==> config.mk <==
export PLATFORM = sky130hd
export DESIGN_NAME = spi_master_command_response
export DESIGN_NICKNAME = d
export VERILOG_FILES = /design/src/hdl/spimcr_pkg.sv /design/src/hdl/spi_master_command_response.sv /design/src/hdl/spimcr_core.sv
export SDC_FILE = /design/constraint.sdc
export NUM_CORES = 1
export LEC_CHECK = 0
export BUFFER_PORTS_ARGS = -buffer_cell sky130_fd_sc_hd__buf_2
export CAP_MARGIN = 20
export CORE_MARGIN = 5
export CORE_UTILIZATION = 40
export CTS_CLUSTER_SIZE = 28
export DETAILED_ROUTE_END_ITERATION = 10
export PLACE_DENSITY = 0.67
export SLEW_MARGIN = 10
export SYNTH_ARGS = -nofsm -noshare
export SYNTH_HDL_FRONTEND = slang
export SYNTH_SLANG_ARGS = --single-unit
==> constraint.sdc <==
create_clock -name clk_i -period 3.7 [get_ports clk_i]
set_clock_uncertainty 0.1 [all_clocks]
set_input_delay 0.555 -clock clk_i [delete_from_list [all_inputs] [get_ports clk_i]]
set_output_delay 0.555 -clock clk_i [all_outputs]
set_load 0.02 [all_outputs]
==> src/hdl/spimcr_pkg.sv <==
`timescale 1ns / 1ps
`default_nettype none
package spimcr_pkg;

  localparam int unsigned CountBits  = 16;
  localparam int unsigned CfgIdxBits = 2;
  localparam int unsigned CfgDataBits = 8;

  localparam logic [CfgIdxBits-1:0] RegClockMode    = 2'd0;
  localparam logic [CfgIdxBits-1:0] RegPrescaleCode = 2'd1;
  localparam logic [CfgIdxBits-1:0] RegMsbFirst     = 2'd2;

  typedef logic [CountBits-1:0] count_t;

  typedef enum logic [3:0] {
    PhIdle = 4'b0001,
    PhSend = 4'b0010,
    PhRecv = 4'b0100,
    PhFin  = 4'b1000
  } phase_e;

  typedef struct packed {
    logic       cpol;
    logic       cpha;
    logic [2:0] prescale;
    logic       msb_first;
  } cfg_t;

  typedef struct packed {
    logic       sclk;
    logic       mosi_level;
    logic       select_n;
    logic       send_taken;
    logic [7:0] recv_byte;
    logic       recv_valid;
    logic       busy_res;
    logic       done_res;
  } result_t;

endpackage
`default_nettype wire

==> src/hdl/spi_master_command_response.sv <==
`timescale 1ns / 1ps
`default_nettype none
// SPI master with a command phase and a response phase, modes 0 to 3. Each accepted
// input transaction is one system tick and yields exactly one result transaction
// carrying the pin levels and strobes after that tick; one transaction is taken per
// clock while the output is drained, the tick logic sitting between the input ports
// and a single result register. A start latches the byte counts and drops select_n,
// command bytes are taken from send_byte when send_valid is high, then zero bytes
// are shifted and each received byte is returned with recv_valid; done_res pulses
// as select_n rises. The serial clock half period is 2^prescale_code ticks.
// Configuration writes are taken in any cycle and act from the next tick.
module spi_master_command_response (
  input  wire logic                               clk_i,
  input  wire logic                               rst_ni,
  input  wire logic                               cfg_valid_i,
  output      logic                               cfg_ready_o,
  input  wire logic [spimcr_pkg::CfgIdxBits-1:0]  cfg_index_i,
  input  wire logic [spimcr_pkg::CfgDataBits-1:0] cfg_data_i,
  input  wire logic                               in_valid_i,
  output      logic                               in_stall_o,
  input  wire logic                               cmd_i,
  input  wire logic [15:0]                        send_count_i,
  input  wire logic [15:0]                        recv_count_i,
  input  wire logic [7:0]                         send_byte_i,
  input  wire logic                               send_valid_i,
  input  wire logic                               miso_level_i,
  output      logic                               out_valid_o,
  input  wire logic                               out_stall_i,
  output      logic                               sclk_o,
  output      logic                               mosi_level_o,
  output      logic                               select_n_o,
  output      logic                               send_taken_o,
  output      logic [7:0]                         recv_byte_o,
  output      logic                               recv_valid_o,
  output      logic                               busy_res_o,
  output      logic                               done_res_o
);
  import spimcr_pkg::*;

  cfg_t    cfg_q;
  result_t res_d, res_q;
  logic    out_valid_q;
  logic    accept;
  logic    cfg_wr;

  assign cfg_ready_o = 1'b1;
  assign cfg_wr      = cfg_valid_i & cfg_ready_o;
  assign in_stall_o  = out_valid_q & out_stall_i;
  assign accept      = in_valid_i & ~in_stall_o;

  always_ff @(posedge clk_i or negedge rst_ni) begin
    if (!rst_ni) begin
      cfg_q <= '{cpol: 1'b0, cpha: 1'b0, prescale: 3'd0, msb_first: 1'b1};
    end else if (cfg_wr) begin
      case (cfg_index_i)
        RegClockMode: begin
          cfg_q.cpol <= cfg_data_i[1];
          cfg_q.cpha <= cfg_data_i[0];
        end
        RegPrescaleCode: cfg_q.prescale  <= cfg_data_i[2:0];
        RegMsbFirst:     cfg_q.msb_first <= cfg_data_i[0];
        default: begin
        end
      endcase
    end
  end

  spimcr_core u_core (
    .clk_i        (clk_i),
    .rst_ni       (rst_ni),
    .step_i       (accept),
    .cfg_i        (cfg_q),
    .cmd_i        (cmd_i),
    .send_count_i (send_count_i),
    .recv_count_i (recv_count_i),
    .send_byte_i  (send_byte_i),
    .send_valid_i (send_valid_i),
    .miso_level_i (miso_level_i),
    .res_o        (res_d)
  );

  always_ff @(posedge clk_i or negedge rst_ni) begin
    if (!rst_ni) begin
      out_valid_q <= 1'b0;
    end else if (accept) begin
      out_valid_q <= 1'b1;
    end else if (!out_stall_i) begin
      out_valid_q <= 1'b0;
    end
  end

  always_ff @(posedge clk_i) begin
    if (accept) begin
      res_q <= res_d;
    end
  end

  assign out_valid_o  = out_valid_q;
  assign sclk_o       = res_q.sclk;
  assign mosi_level_o = res_q.mosi_level;
  assign select_n_o   = res_q.select_n;
  assign send_taken_o = res_q.send_taken;
  assign recv_byte_o  = res_q.recv_byte;
  assign recv_valid_o = res_q.recv_valid;
  assign busy_res_o   = res_q.busy_res;
  assign done_res_o   = res_q.done_res;

  assert property (@(posedge clk_i) disable iff (!rst_ni)
    out_valid_q |-> (res_q.select_n == !res_q.busy_res))
    else $error("select and busy disagree");

  assert property (@(posedge clk_i) disable iff (!rst_ni)
    (out_valid_q && res_q.done_res) |-> (res_q.select_n && !res_q.mosi_level))
    else $error("done without released select");

  assert property (@(posedge clk_i) disable iff (!rst_ni)
    (out_valid_q && !res_q.recv_valid) |-> (res_q.recv_byte == 8'd0))
    else $error("stray receive byte");

  assert property (@(posedge clk_i) disable iff (!rst_ni)
    (out_valid_q && (res_q.send_taken || res_q.recv_valid)) |-> res_q.busy_res)
    else $error("data strobe while idle");

endmodule
`default_nettype wire

==> src/hdl/spimcr_core.sv <==
`timescale 1ns / 1ps
`default_nettype none
module spimcr_core (
  input  wire logic               clk_i,
  input  wire logic               rst_ni,
  input  wire logic               step_i,
  input  wire spimcr_pkg::cfg_t   cfg_i,
  input  wire logic               cmd_i,
  input  wire logic [15:0]        send_count_i,
  input  wire logic [15:0]        recv_count_i,
  input  wire logic [7:0]         send_byte_i,
  input  wire logic               send_valid_i,
  input  wire logic               miso_level_i,
  output spimcr_pkg::result_t     res_o
);
  import spimcr_pkg::*;

  phase_e     phase_q, phase_d;
  logic [6:0] div_q, div_d;
  logic [3:0] edge_q, edge_d;
  logic [7:0] so_q, so_d;
  logic [7:0] si_q, si_d;
  count_t     sl_q, sl_d;
  count_t     rl_q, rl_d;
  logic       clk_q, clk_d;
  logic       loaded_q, loaded_d;

  logic [6:0] limit;
  logic [4:0] edge_inc;
  logic       sample;
  logic [3:0] edge_m1;
  logic [2:0] bit_idx;

  assign limit = 7'h7f >> (3'd7 - cfg_i.prescale);

  always_comb begin
    phase_d  = phase_q;
    div_d    = div_q;
    edge_d   = edge_q;
    so_d     = so_q;
    si_d     = si_q;
    sl_d     = sl_q;
    rl_d     = rl_q;
    clk_d    = clk_q;
    loaded_d = loaded_q;
    edge_inc = {1'b0, edge_q} + 5'd1;
    sample   = cfg_i.cpha ? edge_q[0] : ~edge_q[0];

    res_o.send_taken = 1'b0;
    res_o.recv_valid = 1'b0;
    res_o.recv_byte  = 8'd0;
    res_o.done_res   = 1'b0;

    case (phase_q)
      PhIdle: begin
        clk_d = cfg_i.cpol;
        if (cmd_i) begin
          sl_d     = send_count_i[CountBits-1:0];
          rl_d     = recv_count_i[CountBits-1:0];
          div_d    = 7'd0;
          edge_d   = 4'd0;
          loaded_d = 1'b0;
          if (send_count_i[CountBits-1:0] != '0) begin
            phase_d = PhSend;
          end else if (recv_count_i[CountBits-1:0] != '0) begin
            phase_d = PhRecv;
          end else begin
            phase_d = PhFin;
          end
        end
      end
      PhFin: begin
        phase_d        = PhIdle;
        loaded_d       = 1'b0;
        clk_d          = cfg_i.cpol;
        res_o.done_res = 1'b1;
      end
      PhSend, PhRecv: begin
        if (!loaded_q) begin
          if (phase_q == PhSend) begin
            if (send_valid_i) begin
              so_d             = send_byte_i;
              res_o.send_taken = 1'b1;
              loaded_d         = 1'b1;
            end
          end else begin
            so_d     = 8'd0;
            loaded_d = 1'b1;
          end
          if (loaded_d) begin
            si_d   = 8'd0;
            div_d  = 7'd0;
            edge_d = 4'd0;
          end
        end else if (div_q >= limit) begin
          div_d = 7'd0;
          clk_d = ~clk_q;
          if (sample) begin
            si_d = cfg_i.msb_first ? {si_q[6:0], miso_level_i}
                                   : {miso_level_i, si_q[7:1]};
          end
          edge_d = edge_inc[3:0];
          if (edge_inc[4]) begin
            loaded_d = 1'b0;
            if (phase_q == PhSend) begin
              sl_d = sl_q - count_t'(1);
              if (sl_d == '0) begin
                phase_d = (rl_q != '0) ? PhRecv : PhFin;
              end
            end else begin
              res_o.recv_valid = 1'b1;
              res_o.recv_byte  = si_d;
              rl_d = rl_q - count_t'(1);
              if (rl_d == '0) begin
                phase_d = PhFin;
              end
            end
          end
        end else begin
          div_d = div_q + 7'd1;
        end
      end
      default: begin
        phase_d = PhIdle;
      end
    endcase

    edge_m1 = edge_d - 4'd1;
    if (cfg_i.cpha) begin
      bit_idx = (edge_d == 4'd0) ? 3'd0 : edge_m1[3:1];
    end else begin
      bit_idx = edge_d[3:1];
    end
    if (cfg_i.msb_first) begin
      bit_idx = ~bit_idx;
    end

    res_o.sclk       = clk_d;
    res_o.mosi_level = loaded_d & so_d[bit_idx];
    res_o.select_n   = (phase_d == PhIdle);
    res_o.busy_res   = (phase_d != PhIdle);
  end

  always_ff @(posedge clk_i or negedge rst_ni) begin
    if (!rst_ni) begin
      phase_q  <= PhIdle;
      div_q    <= 7'd0;
      edge_q   <= 4'd0;
      so_q     <= 8'd0;
      si_q     <= 8'd0;
      sl_q     <= '0;
      rl_q     <= '0;
      clk_q    <= 1'b0;
      loaded_q <= 1'b0;
    end else if (step_i) begin
      phase_q  <= phase_d;
      div_q    <= div_d;
      edge_q   <= edge_d;
      so_q     <= so_d;
      si_q     <= si_d;
      sl_q     <= sl_d;
      rl_q     <= rl_d;
      clk_q    <= clk_d;
      loaded_q <= loaded_d;
    end
  end

  // bytes only shift in the data phases
  assert property (@(posedge clk_i) disable iff (!rst_ni)
    loaded_q |-> (phase_q == PhSend || phase_q == PhRecv))
    else $error("byte loaded outside data phase");

  // no edge may advance past the sixteenth
  assert property (@(posedge clk_i) disable iff (!rst_ni)
    (step_i && loaded_q && div_q >= limit && edge_q == 4'd15) |=> !loaded_q)
    else $error("byte not released after last edge");

  // a counter reaching zero leaves its phase
  assert property (@(posedge clk_i) disable iff (!rst_ni)
    (phase_q == PhRecv) |-> (rl_q != '0))
    else $error("receive phase with nothing left");

endmodule
`default_nettype wire
# --- Yosys cells after proc, flatten, opt, wreduce, memory -nomap -nowiden ---
# Cells that the tools add are included.
word_totals:
  ff_bits: 87
  in_bits: 58
  output_inout_bits: 18
op_classes:
  add_sub_neg: 6
  magnitude_cmp: 2
  n_eq_ne: 17
  shifts: 1
  muxes: 64
  bitwise_logic: 12
  reduce_logical: 21
ops:
  columns: ["cell", "n"]
  rows:
  - ["$mux 16", 10]
  - ["$mux 8", 9]
  - ["$pmux 16 s2", 2]
  - ["$mux 4", 14]
  - ["$reduce_bool 16->1", 3]
  - ["$logic_not 16->1", 2]
  - ["$sub 16x1->16 const B", 2]
  - ["$mux 7", 4]
  - ["$mux 1", 16]
  - ["$pmux 4 s2", 2]
  - ["$pmux 7 s2", 1]
  - ["$reduce_and 7->1", 2]
  - ["$reduce_and 4->1", 3]
  - ["$ne 2x1->1 const B", 5]
  - ["$mux 3", 3]
  - ["$eq 4x1->1 const B", 2]
  - ["$not 1->1", 8]
  - ["$add 7x1->7 const B", 1]
  - ["$ge 7x7->1", 1]
  - ["$shr 7x3->7 const A", 1]
  - ["$ne 2x2->1 const B", 3]
  - ["$reduce_and 2->1", 3]
  - ["$add 4x1->5 const B", 1]
  - ["$reduce_or 5->1", 1]
  - ["other kinds (20)", 24]

# --- Longest topological paths before layout ---
depth:
  ltp_word: 15
  mapped_depth: 13

# --- Hierarchy ---
# From an unflattened synthesis, not the netlist that was laid out.
unflattened:
  cells_unflattened: 681
  hier_area_um2: 5915.7
by_module_without_submodules:
  columns: ["module", "instances", "cells_each", "area_per_inst_um2", "seq_area_each_um2"]
  rows:
  - ["spimcr_core", 1, 645, 5144.9, 1627.8]
  - ["spi_master_command_response", 1, 36, 770.7, 626.9]

# --- Worst setup path before layout ---
# Ideal clock, no wire load.
synth_path:
  path_kind: "reg2reg"
  from: "register cfg_q[3] (netlist bit)"
  to: "register res_q, in the netlist mosi_level_o (data pin)"
  setup_time_ns: 0.261
  arrival_ns: 2.863
  t_required_ns: 3.339
  setup_slack_ns: 0.476
  stages_incl_launch_ff: 13
  period_less_slack_ns: 3.224
  cell_sequence: "dfrtp_1 > or3_1 > ha_1 > nand2b_1 > a31oi_1 > o211ai_1 > nand4_1 > o21a_1 > nor2_1 > a21oi_1 > xnor2_1 > a21oi_1 > o32a_1"
synth_lines:
  columns: ["item", "line", "source"]
  rows:
  - ["start: declaration", "spi_master_command_response.sv:40", "cfg_t cfg_q;"]
  - ["start signal: assignment", "spi_master_command_response.sv:53", "cfg_q <= '{cpol: 1'b0, cpha: 1'b0, prescale: 3'd0, msb_first: 1'b1};"]
  - ["end signal: assignment", "spi_master_command_response.sv:94", "res_q <= res_d;"]
  - ["end: declaration", "spi_master_command_response.sv:41", "result_t res_d, res_q;"]

==> flow_summary.ini <==
[cts]
root_buffer = clkbuf_16
clk_latency_ns = 0.35
cts_num_sinks = 87
post_cts_buffers = 0
cts_buffer_depth = 2
path_clk_slew_ns = 0.06
cts_made_buffers = 9
cts_tree = done
cts.htree.levels = 3
hold_buffers = 0

[yosys]
ys.flop_type = dfrtp_1
yosysSeqAreaShare_pct = 38.58
synth_cell_types = 78
syn_inst = 695
syn_area_sq_mm = 0.005844
syn_nets = 766
yosys_warnings = 0
ys_ff_latch = 87
async_flop_share_pct = 82.76
syn_area_per_cell_sq_um = 8.409
synth_edf_count = 15

[timing]
layout_min_cycle_time_ns = 3.467
period_share_pct = 93.71
rsz0062_at_grt = no
setup_violations = 0
hold_ws_ns = 0.2610
fin_tns_setup_ns = 0
slew_headroom_pct = 35.68
worstMarginPinSlew_ns = 0.9648
fmax_mhz = 288.4
hold_viol = 0
layout_setup_ws_ns = 0.2328
finalMaxSlewViolations = 0

[die]
io-pin-count = 76
die_width_um = 130.9
core_area_sq_mm = 0.01442
start_util_pct = 40.52
dieArea_sq_mm = 0.01713
die_y_um = 130.9
num_rows = 44

[route]
wl_per_cell_um = 15.30
avgViaCountPerCell = 5.720
dr_total_vias = 5400
drtAntennaViolNets = 0
drc = 0
drt-initial-drc-count = 305
first_pass_iters = 5
wl_mm = 14.45

[critical_path]
cp_data_arrival_time_ns = 3.47
cpMostUsedCell = buf_4
cpMaxStageDelayCell = or3_1
slowest_delay_ns = 0.39
cpLargestDelayFamily = compound AO/OA/AOI/OAI gates
path_class = reg2reg
worst-path-buf-inv = 2
path_max_fanout = 10
cp-start-kind = register
cp_cell_sequence = or3_1 > ha_1 > nand2b_1 > a31oi_1 > buf_4 > o21ai_2 > buf_4 > a311oi_2 > nor2_2 > nand2b_4 > o32ai_1 > a21o_1 > nor3_1 > o32a_1
setup.worst_path.end_class = register
worstPathRequired_ns = 3.70

[finish]
utilization_pct = 46.29
n_antenna_cell = 0
layout_commonest_cell = o21ai_0
fin_cells = 944
fin_nets = 826
final_cell_mix = o21ai_0 (78), nand2_1 (77), a21oi_1 (76), dfrtp_1 (70), buf_2 (68)
area_delta_synth_final_pct = 14.24
final_layout_size_suffix_gt1_share_pct = 19.87

[pwr]
power_density_mw_per_mm2 = 542.3
ir_drop_mv = 0.2951
comb_power_share_pct = 31.6
power_frac_clock_pct = 24.6
power_switching_mw = 1.374
leakagePower_nw = 2.697
switching_share_pct = 37.93
p_seq_share_pct = 43.7
p_int_mw = 2.247

[global_routing]
antenna_found_initial = 0
track_usage_pct = 17.86
grt_pass1_wl_mm = 24.69
first_global_vias = 5133
grt_max_degree = 73
grt.overflow.total = 0

[placed_design]
pre_cts_ws_ns = 0.2087
place_inst = 928
place.gp.congestion = 0.8382
dp_hpwl_mm = 10.17
io_buffers = 69

[run_status]
outcome = complete, no violations

[job]
drv_cap = 0

[min_path]
worstHoldPathType = in2async
## per-stage QoR
step | instance area [sq um] | power (mW)
after floorplan | 5844 | 2.407
after global placement | 6384 | 2.716
after detailed placement | 6384 | 2.740
after CTS | 6666 | 3.652
after global routing | 6676 | 3.912
final | 6676 | 3.621
## layer usage
layer | routed length, um | GRT usage, % | up-vias
li1 | - | - | 2710
met1 | 6791 | 23.73 | 2547
met2 | 6703 | 29.12 | 127
met3 | 759 | 4.268 | 16
met4 | 193 | 5.142 | 0
met5 | 0 | 0 | -
## repair_timing
item                                   4_1_cts  5_1_grt
setup endpoints to repair                    0       14
gates resized for setup                      0        2
endpoints found under the hold margin        0        0
## state kept, by name (all words and copies together), names as in the netlist, 4 cells and up
signal / cells
u_core.sl_q: 16
u_core.div_q: 7
u_core.edge_q: 4
u_core.si_q: 8
cfg_q: 6
recv_byte_o: 8
u_core.rl_q: 16
u_core.so_q: 8
u_core.phase_q: 4
## final cells by class
type | count | area (sq um)
clock buffer | 11 | 232.7
tap | 184 | 230.2
multi-input combinational | 550 | 3347
timing repair buffer | 88 | 490.5
clock inverter | 5 | 50.05
sequential | 87 | 2255
inverter | 19 | 71.32
fill | 1437 | 7747
## cell usage after synthesis (9+ instances only)
master    instances  area, sq um
clkbuf_1         30        112.6
ha_1             13        162.7
nor4_1           14        87.58
o21ai_0          78        390.4
mux2_2           15        168.9
o22ai_1          10        62.56
nand4_1          10        62.56
nand2b_1          9        56.30
nor2_1           49        183.9
a21oi_1          76        380.4
dfrtp_1          70         1752
a22o_1           10        87.58
nand3_1          26        130.1
nor3_1           20        100.1
nand2_1          77        289.0
inv_1            17        63.81
a22oi_1          13        97.59
edfxtp_1         15        450.4
## path summary, 6_finish.rpt
check / cells past startpoint / slack, ns / to / start
setup / recovery: 14 / 0.23 / mosi_level_o / cfg_q[3]
hold reg to reg: 1 / 0.38 / u_core.div_q[6] / u_core.div_q[6]
min in group clk_i: 2 / 0.31 / out_valid_o / in_valid_i
max in group asynchronous: 1 / 2.61 / u_core.sl_q[12] / rst_ni
hold / removal: 1 / 0.26 / cfg_q[1] / rst_ni
setup reg to reg: 14 / 0.23 / mosi_level_o / cfg_q[3]
## kinds of logic (layout without fill, tap and decap cells)
group                    Yosys count  in the layout  share of synthesized area (%)
other                              1              1                        0.06416
flip-flops                        87             87                          38.58
XOR/XNOR                          14             14                          2.227
adder cells (fa/ha/maj)           13             13                          2.783
AND/OR/NAND/NOR                  260            260                          22.97
multiplexers                      18             18                          3.425
buffers and inverters             58            123                          4.325
AO/OA/AOI/OAI                    244            244                          25.63
## power groups by stage
stage / Combinational, mW / Clock [mW] / Sequential, mW
floorplan: 0.938 / 0 / 1.47
global placement: 1.13 / 0 / 1.58
finish: 1.15 / 0.892 / 1.58
CTS: 1.15 / 0.924 / 1.58
detailed placement: 1.15 / 0 / 1.59
global route: 1.32 / 0.958 / 1.64
No activity file was read; power rests on OpenSTA's default activity.
